File: src/sv/ttb_pkg.sv
// ttb_pkg: shared widths and the job and result records for the tangent/bitangent block
// no dependencies
`default_nettype none
package ttb_pkg;
    localparam int POS_W    = 32;
    localparam int UV_W     = 16;
    localparam int OUT_FRAC = 14;
    localparam int OUT_W    = 16;
    localparam int DP_W     = POS_W + 1;
    localparam int DUV_W    = UV_W + 1;
    localparam int PROD_W   = DP_W + DUV_W;
    localparam int VEC_W    = PROD_W + 1;
    localparam int DET_W    = 2 * DUV_W + 1;
    localparam int NORM_W   = 30;
    localparam int SUM_W    = 2 * NORM_W + 2;
    localparam int ROOT_W   = SUM_W / 2;
    localparam int Q_W      = OUT_FRAC + 1;
    localparam int NUM_W    = NORM_W + OUT_FRAC + 1;

    typedef struct packed {
        logic [2:0][DP_W-1:0] dp1;
        logic [2:0][DP_W-1:0] dp2;
        logic [DUV_W-1:0]     du1;
        logic [DUV_W-1:0]     dv1;
        logic [DUV_W-1:0]     du2;
        logic [DUV_W-1:0]     dv2;
    } t_job;

    typedef struct packed {
        logic [2:0][OUT_W-1:0] tan;
        logic [2:0][OUT_W-1:0] bitan;
        logic                  degen;
    } t_res;
endpackage
`default_nettype wire

File: src/sv/ttb_front.sv
// ttb_front: holds the first two corners and forms the deltas on the third
// depends on ttb_pkg
`default_nettype none
module ttb_front import ttb_pkg::*; (
    input  wire logic             i_clk,
    input  wire logic             i_rst_n,
    input  wire logic             i_accept,
    input  wire logic [POS_W-1:0] i_pos_x,
    input  wire logic [POS_W-1:0] i_pos_y,
    input  wire logic [POS_W-1:0] i_pos_z,
    input  wire logic [UV_W-1:0]  i_tex_u,
    input  wire logic [UV_W-1:0]  i_tex_v,
    output t_job                  o_job,
    output logic                  o_job_push
);
    logic [1:0]                 r_cnt, n_cnt;
    logic [1:0][2:0][POS_W-1:0] r_pos;
    logic [1:0][UV_W-1:0]       r_u, r_v;
    logic [2:0][POS_W-1:0]      w_p;

    assign w_p = {i_pos_z, i_pos_y, i_pos_x};

    always_comb begin
        n_cnt = r_cnt;
        o_job_push = 1'b0;
        if (i_accept) begin
            if (r_cnt == 2'd2) begin
                n_cnt = 2'd0;
                o_job_push = 1'b1;
            end else begin
                n_cnt = r_cnt + 2'd1;
            end
        end
    end

    always_comb begin
        for (int i = 0; i < 3; i++) begin
            o_job.dp1[i] = {r_pos[1][i][POS_W-1], r_pos[1][i]}
                         - {r_pos[0][i][POS_W-1], r_pos[0][i]};
            o_job.dp2[i] = {w_p[i][POS_W-1], w_p[i]}
                         - {r_pos[0][i][POS_W-1], r_pos[0][i]};
        end
        o_job.du1 = {r_u[1][UV_W-1], r_u[1]} - {r_u[0][UV_W-1], r_u[0]};
        o_job.dv1 = {r_v[1][UV_W-1], r_v[1]} - {r_v[0][UV_W-1], r_v[0]};
        o_job.du2 = {i_tex_u[UV_W-1], i_tex_u} - {r_u[0][UV_W-1], r_u[0]};
        o_job.dv2 = {i_tex_v[UV_W-1], i_tex_v} - {r_v[0][UV_W-1], r_v[0]};
    end

    always_ff @(posedge i_clk) begin
        if (!i_rst_n) begin
            r_cnt <= 2'd0;
        end else begin
            r_cnt <= n_cnt;
        end
    end

    always_ff @(posedge i_clk) begin
        if (i_accept && r_cnt != 2'd2) begin
            r_pos[r_cnt[0]] <= w_p;
            r_u[r_cnt[0]]   <= i_tex_u;
            r_v[r_cnt[0]]   <= i_tex_v;
        end
    end
endmodule
`default_nettype wire

File: config.mk
export PLATFORM = sky130hd
export DESIGN_NAME = ttb_front
export DESIGN_NICKNAME = d
export VERILOG_FILES = /design/src/sv/ttb_pkg.sv /design/src/sv/ttb_front.sv
export SDC_FILE = /design/constraint.sdc
export NUM_CORES = 1
export LEC_CHECK = 0
export ABC_AREA = 1
export BUFFER_PORTS_ARGS = -buffer_cell sky130_fd_sc_hd__buf_2
export CORE_UTILIZATION = 30
export CTS_CLUSTER_DIAMETER = 60
export DETAILED_ROUTE_END_ITERATION = 7
export MAX_ROUTING_LAYER = met4
export RECOVER_POWER = 25
export SETUP_SLACK_MARGIN = 0.5
export SLEW_MARGIN = 20
export SYNTH_ARGS = -nofsm -noshare
export SYNTH_HDL_FRONTEND = slang
export SYNTH_SLANG_ARGS = --single-unit
File: constraint.sdc
create_clock -name i_clk -period 15.2 [get_ports i_clk]
set_input_delay 3.04 -clock i_clk [delete_from_list [all_inputs] [get_ports i_clk]]
set_output_delay 3.04 -clock i_clk [all_outputs]
set_load 0.01 [all_outputs]
==> flow_summary_export.csv <==
group,metric,value,unit
synthesis,muxShareOfSynthArea,0,
timing,fin_crit_sh,0.531,
die,core_area,0.0872,sq mm
worst_setup_path,crit-reg2reg-launch,"r_cnt[0]$_SDFFE_PN0P_",
cells_and_area,layout-drive-gt1-share,0.0940,
route,vias,25600,
pwr,vdd_ir_drop_max,0.0000646,V
timing,fmax,124,MHz
cells_and_area,final_core_util,0.358,
pwr,power.leakage,18.4,nW
worst_setup_path,crit_type,"in -> out",
cells_and_area,nNetsFinal,5026,
clocking,cts.sinks,258,
synthesis,yosys_warnings,0,
clocking,htreeDepth,2,
worst_setup_path,startpoint_type,"primary input",
die,fp.dieArea,0.0895,sq mm
worst_setup_path,reg2reg_depth,3,
timing,fin_ws,7130,ps
timing,worstMarginPinSlew,882,ps
route,drcViolationCount,0,
grt,grt_pass1_vias,24400,
synthesis,ys_seq_area_frac,0.292,
synthesis,syn_inst,4193,
die,io_pins,398,
min_path,hold_path.class,"reg -> reg",
timing,drv_slew,0,
synthesis,synthAdderAreaFrac,0.128,
cells_and_area,area_delta_synth_final,17.7,%
worst_setup_path,cpPeakStageDelay,410,ps
status,outcome,"finished clean",
die,placementRows,108,
min_path,holdPathStages,2,
place,place_congestion,0.974,
worst_setup_path,critPathArrivalTime,5030,ps
die,die_y,299,um
die,initial_core_util,0.304,
clocking,cts_setup_buffers,0,
worst_setup_path,path_cells,"clkbuf_1, inv_1, ha_1, fa_1, inv_1, nand2_1, nand2_1, nand3_1, nand2_2, nand2_1, nand2_2, xor2_1, buf_2",
grt,grtUsageTotal,0.186,
grt,grt_max_degree,66,
grt,grt_pass1_wl,127,mm
flow_run,maxCapViolations,0,
timing,fin_skew,44.7,ps
place,io_buffers,397,
cells_and_area,final_common_cell,"nand2_1",
clocking,clock_latency,590,ps
worst_setup_path,critPathMaxFanout,3,
worst_setup_path,cp_common_cell,"nand2_1",
clocking,clk_pin_slew_worst_paths,50,ps
synthesis,synth_xor_area_frac,0.0393,
min_path,min_from,"r_cnt[1]$_SDFFE_PN0P_",
clocking,postCtsHoldBufs,0,
worst_setup_path,crit_path_end_kind,"output port",
route,ant_nets,0,
timing,hold_viol,0,
synthesis,synth.distinct_cells,29,
route,vias_per_cell,4.39,
route,avgRoutedWirePerCell,14.2,um
timing,setup_viol,0,
pwr,p_per_area,91.9,mW/mm^2
timing,tns,0,ps
worst_setup_path,worst_path_max_delay_cell,"fa_1",
synthesis,ys_ff_latch,258,
grt,antenna_found_initial,9,
synthesis,syn-cell-area,0.0265,sq mm
clocking,clk_path_buf_depth,3,
clocking,ctsResizeCount,0,
synthesis,yosys.area_share.simple,0.352,
clocking,cts_tree,"built",
route,drtPass1Iterations,5,
place,hpwl,71.6,mm
synthesis,synth_nets,4590,
synthesis,avgSynthCellArea,6.32,sq um
timing,slew_headroom,0.412,
worst_setup_path,r2r_end,"r_pos[187]$_DFFE_PP_",
grt,grt.overflow.total,0,
route,wirelength,82.7,mm
timing,min_period,8070,ps
clocking,clockRootBuffer,"clkbuf_16",
worst_setup_path,cp.required,12160,ps
place,place_ws,7190,ps
timing,rsz0062_at_grt,"no",
min_path,hold_end,"r_cnt[1]$_SDFFE_PN0P_",
die,die_width,299,um
synthesis,synth_top_family_by_area,"simple AND/OR/NAND/NOR gates",
route,drt_iter0_drc,1187,
clocking,cts_made_buffers,39,
cells_and_area,layout_common_cells,"1696 x nand2_1, 994 x inv_1, 303 x nor2_1, 296 x buf_2",
synthesis,synth-compound-area-share,0.0464,
worst_setup_path,r2r_slack,12920,ps
worst max-delay path, delay by kind of cell:
family / cells / cell delay (ps)
fa+ha+maj: 2 / 640
simple gates: 6 / 540
buf+inv: 4 / 500
xor+xnor: 1 / 310
routing by layer:
layer	GRT usage	vias up	share of wire
met2	0.304	521	0.46
met4	0.0669	0	0.034
met5	-	-	0
met3	0.0280	131	0.051
li1	-	13600	-
met1	0.233	11300	0.46
Yosys cell counts, drive strengths merged:
library cell | instances | share of area
a21boi | 2 | 0.00057
a21o | 13 | 0.0037
a21oi | 170 | 0.033
and2 | 12 | 0.0028
buf | 4 | 0.0011
clkbuf | 1 | 0.00019
dfxtp | 2 | 0.0015
edfxtp | 256 | 0.29
fa | 10 | 0.0076
ha | 256 | 0.12
inv | 995 | 0.14
nand2 | 1750 | 0.25
nand3 | 206 | 0.040
nand4 | 25 | 0.0059
nor2 | 304 | 0.043
nor3 | 25 | 0.0047
nor4 | 1 | 0.00024
o21a | 2 | 0.00057
o21ai | 15 | 0.0038
o21bai | 18 | 0.0051
or2 | 7 | 0.0017
xnor2 | 17 | 0.0056
xor2 | 102 | 0.034
sequential cells by signal, indices dropped and copies added (netlist names):
signal / flops
r_v: 32
r_cnt: 2
r_pos: 192
r_u: 32
power by group:
part	internal, W	switching [W]	total (W)
Clock	0.000544	0.000370	0.000914
Combinational	0.000372	0.000735	0.00111
Sequential	0.000832	0.0000114	0.000844
cell type report:
class | count | area (sq um)
Antenna cell | 9 | 22.5
Clock buffer | 42 | 987
Clock inverter | 29 | 368
Fill cell | 9607 | 56000
Inverter | 995 | 3740
Multi-Input combinational cell | 2935 | 15000
Sequential cell | 258 | 7730
Tap cell | 1155 | 1450
Timing Repair Buffer | 400 | 1880
through the flow:
step	power, W	hold slack [ps]	instance area, sq um	std cells
after floorplan	0.00157	453	26500	4193
after global placement	0.00197	482	29900	5743
after detailed placement	0.00197	491	29900	5743
after CTS	0.00291	499	31300	5814
after global routing	0.00306	531	31200	5823
final	0.00286	494	31200	5823
worst max-delay path by stage:
stage	start	to	slack (ps)
after global routing	i_pos_y[0]	o_job[125]	7010
after global placement	i_pos_x[0]	o_job[84]	7220
final	i_pos_x[0]	o_job[84]	7130
after detailed placement	i_pos_x[0]	o_job[84]	7190
after floorplan	i_accept	r_pos[0]$_DFFE_PP_	6150
after CTS	i_pos_x[0]	o_job[84]	7180
cells by family (layout without fill, tap and decap cells):
group | after synthesis | in the layout
AO/OA/AOI/OAI | 220 | 220
AND/OR/NAND/NOR | 2330 | 2330
other | 0 | 9
XOR/XNOR | 119 | 119
buffers and inverters | 1000 | 1466
flip-flops | 258 | 258
adder cells (fa/ha/maj) | 266 | 266
Power figures use the tool's default switching activity.
