$ cat config.mk
export PLATFORM = sky130hd
export DESIGN_NAME = ttb_fifo
export DESIGN_NICKNAME = d
export VERILOG_FILES = /design/src/sv/ttb_pkg.sv /design/src/sv/ttb_fifo.sv
export SDC_FILE = /design/constraint.sdc
export NUM_CORES = 1
export LEC_CHECK = 0
export BUFFER_PORTS_ARGS = -buffer_cell sky130_fd_sc_hd__buf_2
export CAP_MARGIN = 25
export CORE_AREA = 2 2 211 213
export CTS_CLUSTER_SIZE = 8
export DETAILED_ROUTE_END_ITERATION = 10
export DIE_AREA = 0 0 213 215
export HOLD_SLACK_MARGIN = 0.03
export PLACE_DENSITY = 0.7
export SYNTH_ARGS = -nofsm -noshare
export SYNTH_HDL_FRONTEND = slang
export SYNTH_SLANG_ARGS = --single-unit
$ cat constraint.sdc
create_clock -name i_clk -period 21.4 [get_ports i_clk]
set_clock_uncertainty 0.15 [all_clocks]
set_input_delay 4.28 -clock i_clk [delete_from_list [all_inputs] [get_ports i_clk]]
set_output_delay 4.28 -clock i_clk [all_outputs]
set_load 0.005 [all_outputs]
$ cat src/sv/ttb_pkg.sv
// ttb_pkg: shared widths and the job and result records for the tangent/bitangent block
// no dependencies
`default_nettype none
package ttb_pkg;
    localparam int POS_W    = 32;
    localparam int UV_W     = 16;
    localparam int OUT_FRAC = 14;
    localparam int OUT_W    = 16;
    localparam int DP_W     = POS_W + 1;
    localparam int DUV_W    = UV_W + 1;
    localparam int PROD_W   = DP_W + DUV_W;
    localparam int VEC_W    = PROD_W + 1;
    localparam int DET_W    = 2 * DUV_W + 1;
    localparam int NORM_W   = 30;
    localparam int SUM_W    = 2 * NORM_W + 2;
    localparam int ROOT_W   = SUM_W / 2;
    localparam int Q_W      = OUT_FRAC + 1;
    localparam int NUM_W    = NORM_W + OUT_FRAC + 1;

    typedef struct packed {
        logic [2:0][DP_W-1:0] dp1;
        logic [2:0][DP_W-1:0] dp2;
        logic [DUV_W-1:0]     du1;
        logic [DUV_W-1:0]     dv1;
        logic [DUV_W-1:0]     du2;
        logic [DUV_W-1:0]     dv2;
    } t_job;

    typedef struct packed {
        logic [2:0][OUT_W-1:0] tan;
        logic [2:0][OUT_W-1:0] bitan;
        logic                  degen;
    } t_res;
endpackage
`default_nettype wire

$ cat src/sv/ttb_fifo.sv
// ttb_fifo: two-entry job queue between front and back
// depends on ttb_pkg
`default_nettype none
module ttb_fifo import ttb_pkg::*; (
    input  wire logic i_clk,
    input  wire logic i_rst_n,
    input  wire logic i_push,
    input  t_job      i_data,
    output logic      o_full,
    input  wire logic i_pop,
    output t_job      o_data,
    output logic      o_empty
);
    t_job [1:0] r_mem;
    logic       r_wp, r_rp;
    logic [1:0] r_cnt;

    assign o_full  = (r_cnt == 2'd2);
    assign o_empty = (r_cnt == 2'd0);
    assign o_data  = r_mem[r_rp];

    always_ff @(posedge i_clk) begin
        if (!i_rst_n) begin
            r_wp  <= 1'b0;
            r_rp  <= 1'b0;
            r_cnt <= 2'd0;
        end else begin
            if (i_push && !o_full) r_wp <= ~r_wp;
            if (i_pop && !o_empty) r_rp <= ~r_rp;
            r_cnt <= r_cnt + {1'b0, i_push && !o_full} - {1'b0, i_pop && !o_empty};
        end
    end

    always_ff @(posedge i_clk) begin
        if (i_push && !o_full) r_mem[r_wp] <= i_data;
    end
endmodule
`default_nettype wire

==> results of run 1 <==
[state kept, by name, indices dropped and copies added (netlist names)]
| name | flops |
|---|---|
| r_rp | 1 |
| r_wp | 1 |
| r_mem | 532 |
| r_cnt | 2 |
[final timing paths]
| check | to | depth (start not counted) |
|---|---|---|
| worst max-delay path | o_data[8] | 4 |
| worst min-delay path | r_wp | 2 |
| worst max register to register | r_mem[231] | 6 |
| worst min register to register | r_wp | 2 |
[power groups by stage]
stage / Clock, mW / Sequential (mW) / Combinational [mW]
after floorplan: 0 / 1.47 / 0.541
after global placement: 0 / 1.42 / 0.812
after detailed placement: 0 / 1.43 / 0.819
after CTS: 1.09 / 1.41 / 0.824
after global routing: 1.13 / 1.43 / 0.872
final: 1.06 / 1.41 / 0.815
[metal layers]
| metal | wire length, µm | global-route usage (%) |
|---|---|---|
| met5 | 116 | 0 |
| met3 | 4140 | 7.39 |
| met1 | 15700 | 20.3 |
| met2 | 22200 | 31.6 |
| met4 | 1250 | 8.25 |
[cell type report]
class | count | area share, %
clock inverters | 6 | 0.214
clock buffers | 89 | 7.91
flip-flops and latches | 536 | 62.4
multi-input cells | 284 | 15.5
well taps | 592 | 2.88
repair buffers | 549 | 11.0
diodes | 7 | 0.0681
inverters | 3 | 0.0437
[per-stage QoR]
stage	hold WS (ns)	setup WS (ns)	cell area, µm²	util [%]	instances
2_1_floorplan	0.305	4.96	20400	-	853
3_3_place_gp	0.355	13.74	23600	54.0	1962
3_5_place_dp	0.378	13.73	23600	54.0	1962
4_1_cts	0.386	13.42	25700	58.8	2057
5_1_grt	0.421	13.29	25700	59.0	2065
6_report	0.384	13.50	25700	59.0	2066
[worst min-delay path, cell delays in order (launching register included)]
cell and delay, ns:
sky130_fd_sc_hd__dfxtp_1 0.35, sky130_fd_sc_hd__nand2_1 0.07, sky130_fd_sc_hd__mux2i_1 0.06
[cells by family after synthesis]
group,synth area share (%)
DFF,78.8
muxes,19.0
buffers and inverters,1.62
and+or+nand+nor,0.289
xor gates and xnor gates,0.0860
adders and majority gates,0.123
AOI/OAI and AO/OA,0.0369
[cell usage in the layout (no fill, tap or decap), types with 2 or more instances in the layout]
cell type / Yosys / final
sky130_fd_sc_hd__mux2_2: 36 / 36
sky130_fd_sc_hd__inv_6: 0 / 3
sky130_fd_sc_hd__edfxtp_1: 532 / 532
sky130_fd_sc_hd__buf_16: 0 / 2
sky130_fd_sc_hd__dfxtp_1: 4 / 3
sky130_fd_sc_hd__mux2_4: 230 / 230
sky130_fd_sc_hd__diode_2: 0 / 7
sky130_fd_sc_hd__nand2b_1: 2 / 2
sky130_fd_sc_hd__and2_1: 2 / 2
sky130_fd_sc_hd__nor2_1: 4 / 3
sky130_fd_sc_hd__ha_1: 2 / 2
sky130_fd_sc_hd__buf_4: 0 / 9
sky130_fd_sc_hd__clkbuf_1: 0 / 9
sky130_fd_sc_hd__clkbuf_16: 0 / 80
sky130_fd_sc_hd__inv_1: 3 / 3
sky130_fd_sc_hd__nand2_1: 2 / 2
sky130_fd_sc_hd__buf_2: 3 / 537
==> insert_results.sql, run 1 <==
INSERT INTO impl_metrics (metric_group, metric, value, unit) VALUES
('status', 'outcome', 'finished, final reports clean', ''),
('synth', 'postSynth.topFlopCell', 'sky130_fd_sc_hd__edfxtp_1', ''),
('setup_path', 'worst-path-buf-inv', '3', ''),
('synth', 'number_of_enable_flip_flop_cells_after_synthesis', '532', ''),
('detailed_routing', 'num_vias', '10100', ''),
('pwr', 'internal_power', '2.46', 'mW'),
('detailed_routing', 'drtPass1Iterations', '5', ''),
('setup_path', 'cp.arrival', '3.47', 'ns'),
('worst_hold_path', 'hold_start', 'r_wp', ''),
('synth', 'yosys.cell_types.count', '18', ''),
('pwr', 'clkPwrFrac', '32.2', '%'),
('detailed_routing', 'post_drt_wl_per_cell', '21.0', 'µm'),
('detailed_routing', 'dr.first_iter.drc_count', '493', ''),
('worst_hold_path', 'min-delay-path-class', 'flip-flop to flip-flop', ''),
('sta', 'achievable-frequency', '127', 'MHz'),
('detailed_routing', 'ant_nets', '0', ''),
('place', 'place_hpwl', '29400', 'µm'),
('pwr', 'net_switching_power_of_the_design', '0.828', 'mW'),
('sta', 'fin_setup_tns', '0', 'ns'),
('finish', 'area.sequential', '16100', 'µm²'),
('pwr', 'power_per_unit_of_standard_cell_area', '128', 'nW/µm²'),
('cts', 'cts_hold_buf', '0', ''),
('sta', 'rsz0062_at_grt', 'no', ''),
('sta', 'fin_crit', '7.90', 'ns'),
('setup_path', 'crit_path_max_incr_delay', '0.81', 'ns'),
('sta', 'worstMarginPinSlew', '1.20', 'ns'),
('setup_path', 'timing.rr.start', 'r_cnt[0]', ''),
('sta', 'worst_slew_margin_rel', '20.2', '%'),
('synth', 'synth_cells', '853', ''),
('pwr', 'comb_power_share', '24.8', '%'),
('run', 'max_cap_violations', '0', ''),
('pwr', 'fin_total_pwr', '3.29', 'mW'),
('cts', 'cts.root.buffer_cell', 'sky130_fd_sc_hd__clkbuf_16', ''),
('die', 'floorplan.die.height', '215', 'µm'),
('finish', 'layout.filler_cells', '3236', ''),
('setup_path', 'path_cells', 'buf_4 > buf_4 > mux2_2 > buf_2', ''),
('setup_path', 'path_common_cell', 'sky130_fd_sc_hd__buf_4', ''),
('synth', 'synthDominantCellAreaShare', '78.5', '%'),
('grt', 'first_pass_grt_wire_length', '62900', 'µm'),
('cts', 'cts-root-to-sink-buffers', '3', ''),
('grt', 'sum_of_overflow_across_all_layers_after_global_routing', '0', ''),
('setup_path', 'timing_startpoint_of_the_critical_path', 'r_rp', ''),
('pwr', 'peak_supply_drop', '0.0000891', 'V'),
('synth', 'most_common_cell_in_the_netlist', 'sky130_fd_sc_hd__edfxtp_1', ''),
('setup_path', 'timing.critical_path.required', '16.97', 'ns'),
('cts', 'htree_num_levels', '3', ''),
('sta', 'number_of_failing_hold_endpoints_at_the_final_stage', '0', ''),
('grt', 'grt_max_degree', '140', ''),
('grt', 'grt_pass1_vias', '10800', ''),
('cts', 'cts_tree', 'yes', ''),
('synth', 'synth-async-reset-ratio', '0', '%'),
('synth', 'netlist_top_cells_area', 'sky130_fd_sc_hd__edfxtp_1 (78%), sky130_fd_sc_hd__mux2_4 (17%), sky130_fd_sc_hd__mux2_2 (2.0%)', ''),
('cts', 'cts_buffers', '77', ''),
('die', 'starting_density', '46.7', '%'),
('synth', 'synth-seq-area-share', '78.8', '%'),
('finish', 'post_route_cells_drive_above_1_share', '61.6', '%'),
('cts', 'clk_pin_slew', '0.05', 'ns'),
('synth', 'synth_warnings', '0', ''),
('setup_path', 'reg2reg_setup_slack', '17.65', 'ns'),
('pwr', 'power_frac_seq', '43.0', '%'),
('detailed_routing', 'avgViaCountPerCell', '4.90', ''),
('setup_path', 'timing.critical_path.to_type', 'primary output', ''),
('grt', 'track_usage', '18.5', '%'),
('place', 'port_buffers', '537', ''),
('sta', 'final_cycle_share', '36.9', '%'),
('pwr', 'static-leakage-power', '10.1', 'nW'),
('sta', 'finalSetupViolCount', '0', ''),
('synth', 'post_synth_most_frequent_cells', 'sky130_fd_sc_hd__edfxtp_1 (532), sky130_fd_sc_hd__mux2_4 (230), sky130_fd_sc_hd__mux2_2 (36)', ''),
('die', 'floorplan.die.width', '213', 'µm'),
('die', 'rows', '77', ''),
('place', 'routabilityCongestion', '0.839', '');
(Power assumes the default switching activity.)
==> inputs of run 2 (changes only) <==
--- a/config.mk
+++ b/config.mk
@@ -7,12 +7,12 @@
 export LEC_CHECK = 0
 export BUFFER_PORTS_ARGS = -buffer_cell sky130_fd_sc_hd__buf_2
 export CAP_MARGIN = 25
-export CORE_AREA = 2 2 211 213
+export CORE_MARGIN = 2
+export CORE_UTILIZATION = 48
 export CTS_CLUSTER_SIZE = 8
 export DETAILED_ROUTE_END_ITERATION = 10
-export DIE_AREA = 0 0 213 215
 export HOLD_SLACK_MARGIN = 0.03
-export PLACE_DENSITY = 0.7
+export PLACE_DENSITY = 0.75
 export SYNTH_ARGS = -nofsm -noshare
 export SYNTH_HDL_FRONTEND = slang
 export SYNTH_SLANG_ARGS = --single-unit
==> constraint.sdc (replaced) <==
create_clock -name i_clk -period 6.7 [get_ports i_clk]
set_clock_uncertainty 0.15 [all_clocks]
set_input_delay 1.34 -clock i_clk [delete_from_list [all_inputs] [get_ports i_clk]]
set_output_delay 1.34 -clock i_clk [all_outputs]
set_load 0.005 [all_outputs]
==> run 2 against run 1 <==
Setup slack lost 11 ns. Register-to-register slack lost 13 ns. Cell count decreased by 2.4%. Clock-buffer cell count increased by 5. Power grew to 3.2 times the previous value. Global-route usage rose by 0.22 points. Largest cell class unchanged. Hold slack lost 0.0074 ns. Routed wire length is 1.6% lower. Via count is 0.13% lower. Highest routed layer unchanged. Critical path depth is 1 lower. Die area decreased by 3.7%.
==> insert_results.sql, run 2 (synthesis gave the netlist of run 1 again) <==
INSERT INTO impl_metrics (metric_group, metric, value, unit) VALUES
('die', 'floorplan.io_pins', '538', ''),
('finish', 'final_util', '61.2', '%'),
('detailed_routing', 'dr.first_iter.drc_count', '639', ''),
('pwr', 'sw_frac_of_total', '25.0', '%'),
('setup_path', 'critPathSlowestCell', 'sky130_fd_sc_hd__buf_12', ''),
('finish', 'layout_common_cells', 'sky130_fd_sc_hd__buf_2 (537), sky130_fd_sc_hd__edfxtp_1 (532), sky130_fd_sc_hd__mux2_4 (230)', ''),
('sta', 'achievable-frequency', '244', 'MHz'),
('die', 'rows', '75', ''),
('place', 'placed_cells', '1906', ''),
('pwr', 'peak_supply_drop', '0.000362', 'V'),
('die', 'floorplan.die.width', '210', 'µm'),
('grt', 'grt_pass1_vias', '10600', ''),
('cts', 'post_cts_resized', '0', ''),
('finish', 'num-nets-final', '1718', ''),
('sta', 'timing_max_transition_violations_final', '0', ''),
('detailed_routing', 'avgViaCountPerCell', '5.01', ''),
('cts', 'insertion_delay', '0.58', 'ns'),
('sta', 'worst_slew_margin_rel', '29.3', '%'),
('pwr', 'internal_power', '7.89', 'mW'),
('cts', 'cts_hold_buf', '0', ''),
('place', 'place_area', '23500', 'µm²'),
('sta', 'final_cycle_share', '61.2', '%'),
('finish', 'post_route_cells_drive_above_1_share', '61.3', '%'),
('setup_path', 'cp.arrival', '2.61', 'ns'),
('cts', 'postCtsSetupBuffers', '0', ''),
('setup_path', 'timing.critical_path.to_type', 'primary output', ''),
('setup_path', 'timing.critical_path.fanout_max', '130', ''),
('pwr', 'comb_power_share', '24.7', '%'),
('die', 'coreArea', '41900', 'µm²'),
('sta', 'rsz0062_at_grt', 'no', ''),
('detailed_routing', 'drt-total-wl', '42700', 'µm'),
('pwr', 'power_frac_seq', '42.8', '%'),
('sta', 'fin_crit', '4.10', 'ns'),
('run', 'max_cap_violations', '0', ''),
('setup_path', 'timing.critical_path.required', '5.21', 'ns'),
('cts', 'clk_pin_slew', '0.05', 'ns'),
('setup_path', 'crit_type', 'flip-flop to primary output', ''),
('finish', 'largest_reg_flops', '532', ''),
('detailed_routing', 'ant_nets', '0', ''),
('pwr', 'power_per_unit_of_standard_cell_area', '410', 'nW/µm²'),
('finish', 'layout.filler_cells', '2928', ''),
('die', 'starting_density', '48.5', '%'),
('grt', 'track_usage', '18.8', '%'),
('finish', 'final_cell_count_no_fill', '2017', ''),
('finish', 'regMostFlops', 'r_mem', ''),
('cts', 'cts-root-to-sink-buffers', '3', ''),
('grt', 'sum_of_overflow_across_all_layers_after_global_routing', '0', ''),
('setup_path', 'cp_top_family', 'buffers and inverters', ''),
('place', 'port_buffers', '537', ''),
('grt', 'first_pass_grt_wire_length', '61500', 'µm'),
('die', 'area_of_the_die', '44100', 'µm²'),
('detailed_routing', 'num_vias', '10100', ''),
('sta', 'worstMarginPinSlew', '1.06', 'ns'),
('place', 'place_hpwl', '28200', 'µm'),
('finish', 'final_design_area_no_fill', '25700', 'µm²'),
('sta', 'fin_setup_tns', '0', 'ns'),
('sta', 'number_of_failing_hold_endpoints_at_the_final_stage', '0', ''),
('setup_path', 'crit_path_max_incr_delay', '0.66', 'ns'),
('sta', 'finalSetupViolCount', '0', ''),
('detailed_routing', 'post_drt_wl_per_cell', '21.2', 'µm'),
('cts', 'cts_buffers', '77', ''),
('pwr', 'static-leakage-power', '10.1', 'nW'),
('finish', 'areaGrowthSynthToFinish', '26.2', '%'),
('detailed_routing', 'drtPass1Iterations', '4', ''),
('worst_hold_path', 'min-delay-path-class', 'flip-flop to flip-flop', ''),
('finish', 'reg_top3', 'r_mem x532, r_cnt x2', ''),
('cts', 'htree_num_levels', '3', ''),
('pwr', 'clkPwrFrac', '32.5', '%'),
('setup_path', 'worst-path-buf-inv', '2', ''),
('status', 'outcome', 'finished, final reports clean', ''),
('die', 'floorplan.die.height', '210', 'µm'),
('grt', 'grt_max_degree', '139', ''),
('pwr', 'net_switching_power_of_the_design', '2.64', 'mW'),
('cts', 'cts.root.buffer_cell', 'sky130_fd_sc_hd__clkbuf_16', ''),
('cts', 'cts_sinks', '536', ''),
('setup_path', 'worstSetupStartpointType', 'flip-flop', ''),
('cts', 'cts_tree', 'yes', ''),
('detailed_routing', 'drcViolationCount', '0', ''),
('place', 'routabilityCongestion', '0.770', ''),
('finish', 'most_common_cell_after_layout_fill_and_taps_aside', 'sky130_fd_sc_hd__buf_2', ''),
('grt', 'antenna_found_initial', '17', ''),
('setup_path', 'path_cells', 'buf_12 > mux2_4 > buf_2', '');
==> run 2: layer usage <==
layer	vias to the layer above	share of wire (%)	track usage (%)
met3	87	9.3	7.21
li1	4598	-	-
met4	12	2.7	8.46
met5	-	0.19	0
met1	4976	38	21.4
met2	430	50	31.5
==> run 2: worst register-to-register path, stage by stage (launching register included) <==
cell                       delay, ns
sky130_fd_sc_hd__dfxtp_1        0.37
sky130_fd_sc_hd__nand2b_1       0.18
sky130_fd_sc_hd__and3_4         0.60
sky130_fd_sc_hd__buf_12         0.55
==> run 2: path summary, 6_finish.rpt <==
kind	start	cells past startpoint	slack [ns]	to
setup / recovery	r_rp	3	2.60	o_data[188]
hold / removal	r_wp	2	0.38	r_wp
setup reg to reg	r_cnt[0]	3	4.23	r_mem[301]
hold reg to reg	r_wp	2	0.38	r_wp
==> run 2: cell type report <==
| cell class | instances | area [µm²] | area share, % |
|---|---|---|---|
| Sequential cell | 536 | 16100 | 62.5 |
| Multi-Input combinational cell | 284 | 3990 | 15.5 |
| Clock buffer | 94 | 2040 | 7.95 |
| Inverter | 3 | 11.3 | 0.0438 |
| Antenna cell | 12 | 30.0 | 0.117 |
| Timing Repair Buffer | 544 | 2800 | 10.9 |
| Tap cell | 539 | 674 | 2.63 |
| Clock inverter | 5 | 80.1 | 0.312 |
==> run 2: power by group through the flow <==
stage	registers, mW	clock network, mW	logic [mW]
after floorplan	4.55	0	1.73
after detailed placement	4.56	0	2.62
final	4.50	3.42	2.60
after global placement	4.53	0	2.61
after global routing	4.54	3.65	2.77
after CTS	4.50	3.51	2.64
==> run 2: per-stage QoR <==
stage | worst slack, ns | power [mW] | hold slack, ns
2_1_floorplan | 0.708 | 6.28 | 0.338
5_1_grt | 2.52 | 11.0 | 0.410
6_report | 2.60 | 10.5 | 0.377
3_3_place_gp | 3.24 | 7.14 | 0.354
3_5_place_dp | 3.23 | 7.18 | 0.369
4_1_cts | 2.59 | 10.6 | 0.379
==> inputs of run 3 (changes only) <==
--- a/config.mk
+++ b/config.mk
@@ -7,12 +7,12 @@
 export LEC_CHECK = 0
 export BUFFER_PORTS_ARGS = -buffer_cell sky130_fd_sc_hd__buf_2
 export CAP_MARGIN = 25
-export CORE_MARGIN = 2
-export CORE_UTILIZATION = 48
+export CORE_AREA = 2 2 211 213
 export CTS_CLUSTER_SIZE = 8
 export DETAILED_ROUTE_END_ITERATION = 10
+export DIE_AREA = 0 0 213 215
 export HOLD_SLACK_MARGIN = 0.03
-export PLACE_DENSITY = 0.75
+export PLACE_DENSITY = 0.7
 export SYNTH_ARGS = -nofsm -noshare
 export SYNTH_HDL_FRONTEND = slang
 export SYNTH_SLANG_ARGS = --single-unit
==> constraint.sdc (replaced) <==
create_clock -name i_clk -period 3.9 [get_ports i_clk]
set_clock_uncertainty 0.15 [all_clocks]
set_input_delay 0.78 -clock i_clk [delete_from_list [all_inputs] [get_ports i_clk]]
set_output_delay 0.78 -clock i_clk [all_outputs]
set_load 0.005 [all_outputs]
==> run 3 against run 2 <==
Register-to-register slack got worse by 2.6 ns. Sequential share of layout area down 1.1 points. Utilization shrank 1.4 points. Sequential power increased by 71%. Global-route usage is 0.35 points higher. Critical path type unchanged. Largest power group unchanged.
==> insert_results.sql, run 3 (synthesis gave the netlist of run 1 again) <==
INSERT INTO impl_metrics (metric_group, metric, value, unit) VALUES
('setup_path', 'timing.critical_path.required', '2.97', 'ns'),
('sta', 'fin_setup_tns', '0', 'ns'),
('finish', 'regMostFlops', 'r_mem', ''),
('cts', 'cts_sinks', '536', ''),
('pwr', 'static-leakage-power', '10.2', 'nW'),
('cts', 'insertion_delay', '0.58', 'ns'),
('sta', 'rsz0062_at_grt', 'no', ''),
('detailed_routing', 'drcViolationCount', '0', ''),
('cts', 'post_cts_resized', '0', ''),
('detailed_routing', 'post_drt_wl_per_cell', '21.2', 'µm'),
('die', 'floorplan.die.height', '215', 'µm'),
('sta', 'worstMarginPinSlew', '0.778', 'ns'),
('finish', 'final_util', '59.9', '%'),
('finish', 'layout_common_cells', 'sky130_fd_sc_hd__buf_2 (537), sky130_fd_sc_hd__edfxtp_1 (532), sky130_fd_sc_hd__mux2_4 (230)', ''),
('setup_path', 'crit_type', 'flip-flop to primary output', ''),
('cts', 'cts.root.buffer_cell', 'sky130_fd_sc_hd__clkbuf_16', ''),
('detailed_routing', 'num_vias', '10300', ''),
('setup_path', 'reg2regPathDepth', '3', ''),
('place', 'routabilityCongestion', '0.800', ''),
('setup_path', 'timing.critical_path.to_type', 'primary output', ''),
('sta', 'achievable-frequency', '316', 'MHz'),
('detailed_routing', 'drtPass1Iterations', '6', ''),
('finish', 'num-nets-final', '1740', ''),
('cts', 'htree_num_levels', '3', ''),
('cts', 'cts_buffers', '77', ''),
('sta', 'final_cycle_share', '81.2', '%'),
('sta', 'worst_slew_margin_rel', '48.1', '%'),
('die', 'floorplan.io_pins', '538', ''),
('pwr', 'power_per_unit_of_standard_cell_area', '702', 'nW/µm²'),
('cts', 'cts_hold_buf', '0', ''),
('setup_path', 'critical_path.reg2reg.endpoint', 'r_mem[350]', ''),
('die', 'rows', '77', ''),
('cts', 'cts_tree', 'yes', ''),
('sta', 'finalSetupViolCount', '0', ''),
('sta', 'timing.hold.ws', '0.231', 'ns'),
('finish', 'layout.filler_cells', '3233', ''),
('worst_hold_path', 'worst_hold_path.num_cells', '1', ''),
('finish', 'areaGrowthSynthToFinish', '28.3', '%'),
('pwr', 'peak_supply_drop', '0.000545', 'V'),
('finish', 'reg_top3', 'r_mem x532, r_cnt x2', ''),
('cts', 'cts-root-to-sink-buffers', '3', ''),
('die', 'floorplan.die.width', '213', 'µm'),
('grt', 'first_pass_grt_wire_length', '64500', 'µm'),
('setup_path', 'timing.critical_path.fanout_max', '26', ''),
('setup_path', 'timing.rr.start', 'r_cnt[0]', ''),
('die', 'coreArea', '43600', 'µm²'),
('finish', 'post_route_cells_drive_above_1_share', '61.9', '%'),
('sta', 'number_of_failing_hold_endpoints_at_the_final_stage', '0', ''),
('setup_path', 'reg2reg_setup_slack', '1.60', 'ns'),
('grt', 'sum_of_overflow_across_all_layers_after_global_routing', '0', ''),
('detailed_routing', 'avgViaCountPerCell', '4.91', ''),
('finish', 'largest_reg_flops', '532', ''),
('cts', 'postCtsSetupBuffers', '0', ''),
('grt', 'antenna_found_initial', '14', ''),
('die', 'starting_density', '46.7', '%'),
('grt', 'grt_max_degree', '62', ''),
('cts', 'clk_pin_slew', '0.05', 'ns'),
('detailed_routing', 'dr.first_iter.drc_count', '488', ''),
('sta', 'timing_max_transition_violations_final', '0', ''),
('detailed_routing', 'drt-total-wl', '44400', 'µm'),
('grt', 'grt_pass1_vias', '10800', ''),
('grt', 'track_usage', '19.1', '%'),
('finish', 'most_common_cell_after_layout_fill_and_taps_aside', 'sky130_fd_sc_hd__buf_2', ''),
('sta', 'fin_crit', '3.17', 'ns'),
('run', 'max_cap_violations', '0', ''),
('place', 'place_hpwl', '30600', 'µm'),
('worst_hold_path', 'hold_start', 'i_data[174]', ''),
('worst_hold_path', 'min-delay-path-class', 'input pin to flip-flop', ''),
('status', 'outcome', 'finished, final reports clean', ''),
('setup_path', 'cp.arrival', '2.24', 'ns'),
('detailed_routing', 'ant_nets', '0', ''),
('die', 'area_of_the_die', '45800', 'µm²'),
('worst_hold_path', 'worstHoldEndpoint', 'r_mem[174]', ''),
('setup_path', 'worstSetupStartpointType', 'flip-flop', ''),
('place', 'port_buffers', '537', '');
[run 3: cell types whose count changed in the layout (fill, tap and decap cells not counted)]
cell,previous run,this run
sky130_fd_sc_hd__buf_12,5,20
sky130_fd_sc_hd__buf_4,2,9
sky130_fd_sc_hd__clkbuf_1,14,15
sky130_fd_sc_hd__clkbuf_16,79,80
sky130_fd_sc_hd__clkbuf_8,1,0
sky130_fd_sc_hd__clkinv_2,0,1
sky130_fd_sc_hd__clkinv_8,2,1
sky130_fd_sc_hd__diode_2,12,9
sky130_fd_sc_hd__inv_6,2,3
sky130_fd_sc_hd__nand2_1,2,1
sky130_fd_sc_hd__nand2_8,0,1
[run 3: worst max path at each step]
stage                start          end  slack [ns]  cells after the start
floorplan           i_push     r_mem[0]       -1.43                      2
global placement      r_rp  o_data[259]        1.31                      4
detailed placement    r_rp  o_data[259]        1.30                      4
CTS                   r_rp  o_data[259]        0.65                      4
global route          r_rp  o_data[260]        0.61                      4
finish                r_rp  o_data[259]        0.73                      4
[run 3: layout make-up]
cell class | count | area (µm²) | share of cell area (%)
Antenna cell | 9 | 22.5 | 0.0862
Multi-Input combinational cell | 284 | 4010 | 15.3
Tap cell | 592 | 741 | 2.83
Inverter | 3 | 11.3 | 0.0431
Clock buffer | 95 | 2060 | 7.88
Sequential cell | 536 | 16100 | 61.5
Timing Repair Buffer | 566 | 3160 | 12.1
Clock inverter | 6 | 77.6 | 0.297
[run 3: power breakdown]
group / total (mW) / leakage, nW / internal, mW / switching [mW]
Combinational: 4.71 / 4.19 / 2.56 / 2.16
Sequential: 7.71 / 5.00 / 7.43 / 0.272
Clock: 5.92 / 1.04 / 3.71 / 2.22
[run 3: through the flow]
stage | cells | instance area, µm² | setup slack, ns | total power [mW]
after floorplan | 853 | 20400 | -1.43 | 10.8
after global placement | 1981 | 24000 | 1.31 | 12.5
after detailed placement | 1981 | 24000 | 1.30 | 12.6
after CTS | 2082 | 26100 | 0.654 | 18.6
after global routing | 2089 | 26100 | 0.613 | 19.1
final | 2091 | 26100 | 0.734 | 18.3
[run 3: routing by layer]
layer  up-vias  global-route usage, %  share of wire [%]
li1       4645                      -                  -
met1      5085                   21.9                 37
met2       426                   31.1                 50
met3       105                   7.19                8.8
met4        10                   9.93                3.9
met5         -                      0               0.11
[run 3: worst max-delay path, stage by stage (launching register included)]
cell                      delay (ns)
sky130_fd_sc_hd__dfxtp_4        0.62
sky130_fd_sc_hd__buf_12         0.28
sky130_fd_sc_hd__buf_12         0.24
sky130_fd_sc_hd__mux2_2         0.35
sky130_fd_sc_hd__buf_2          0.12
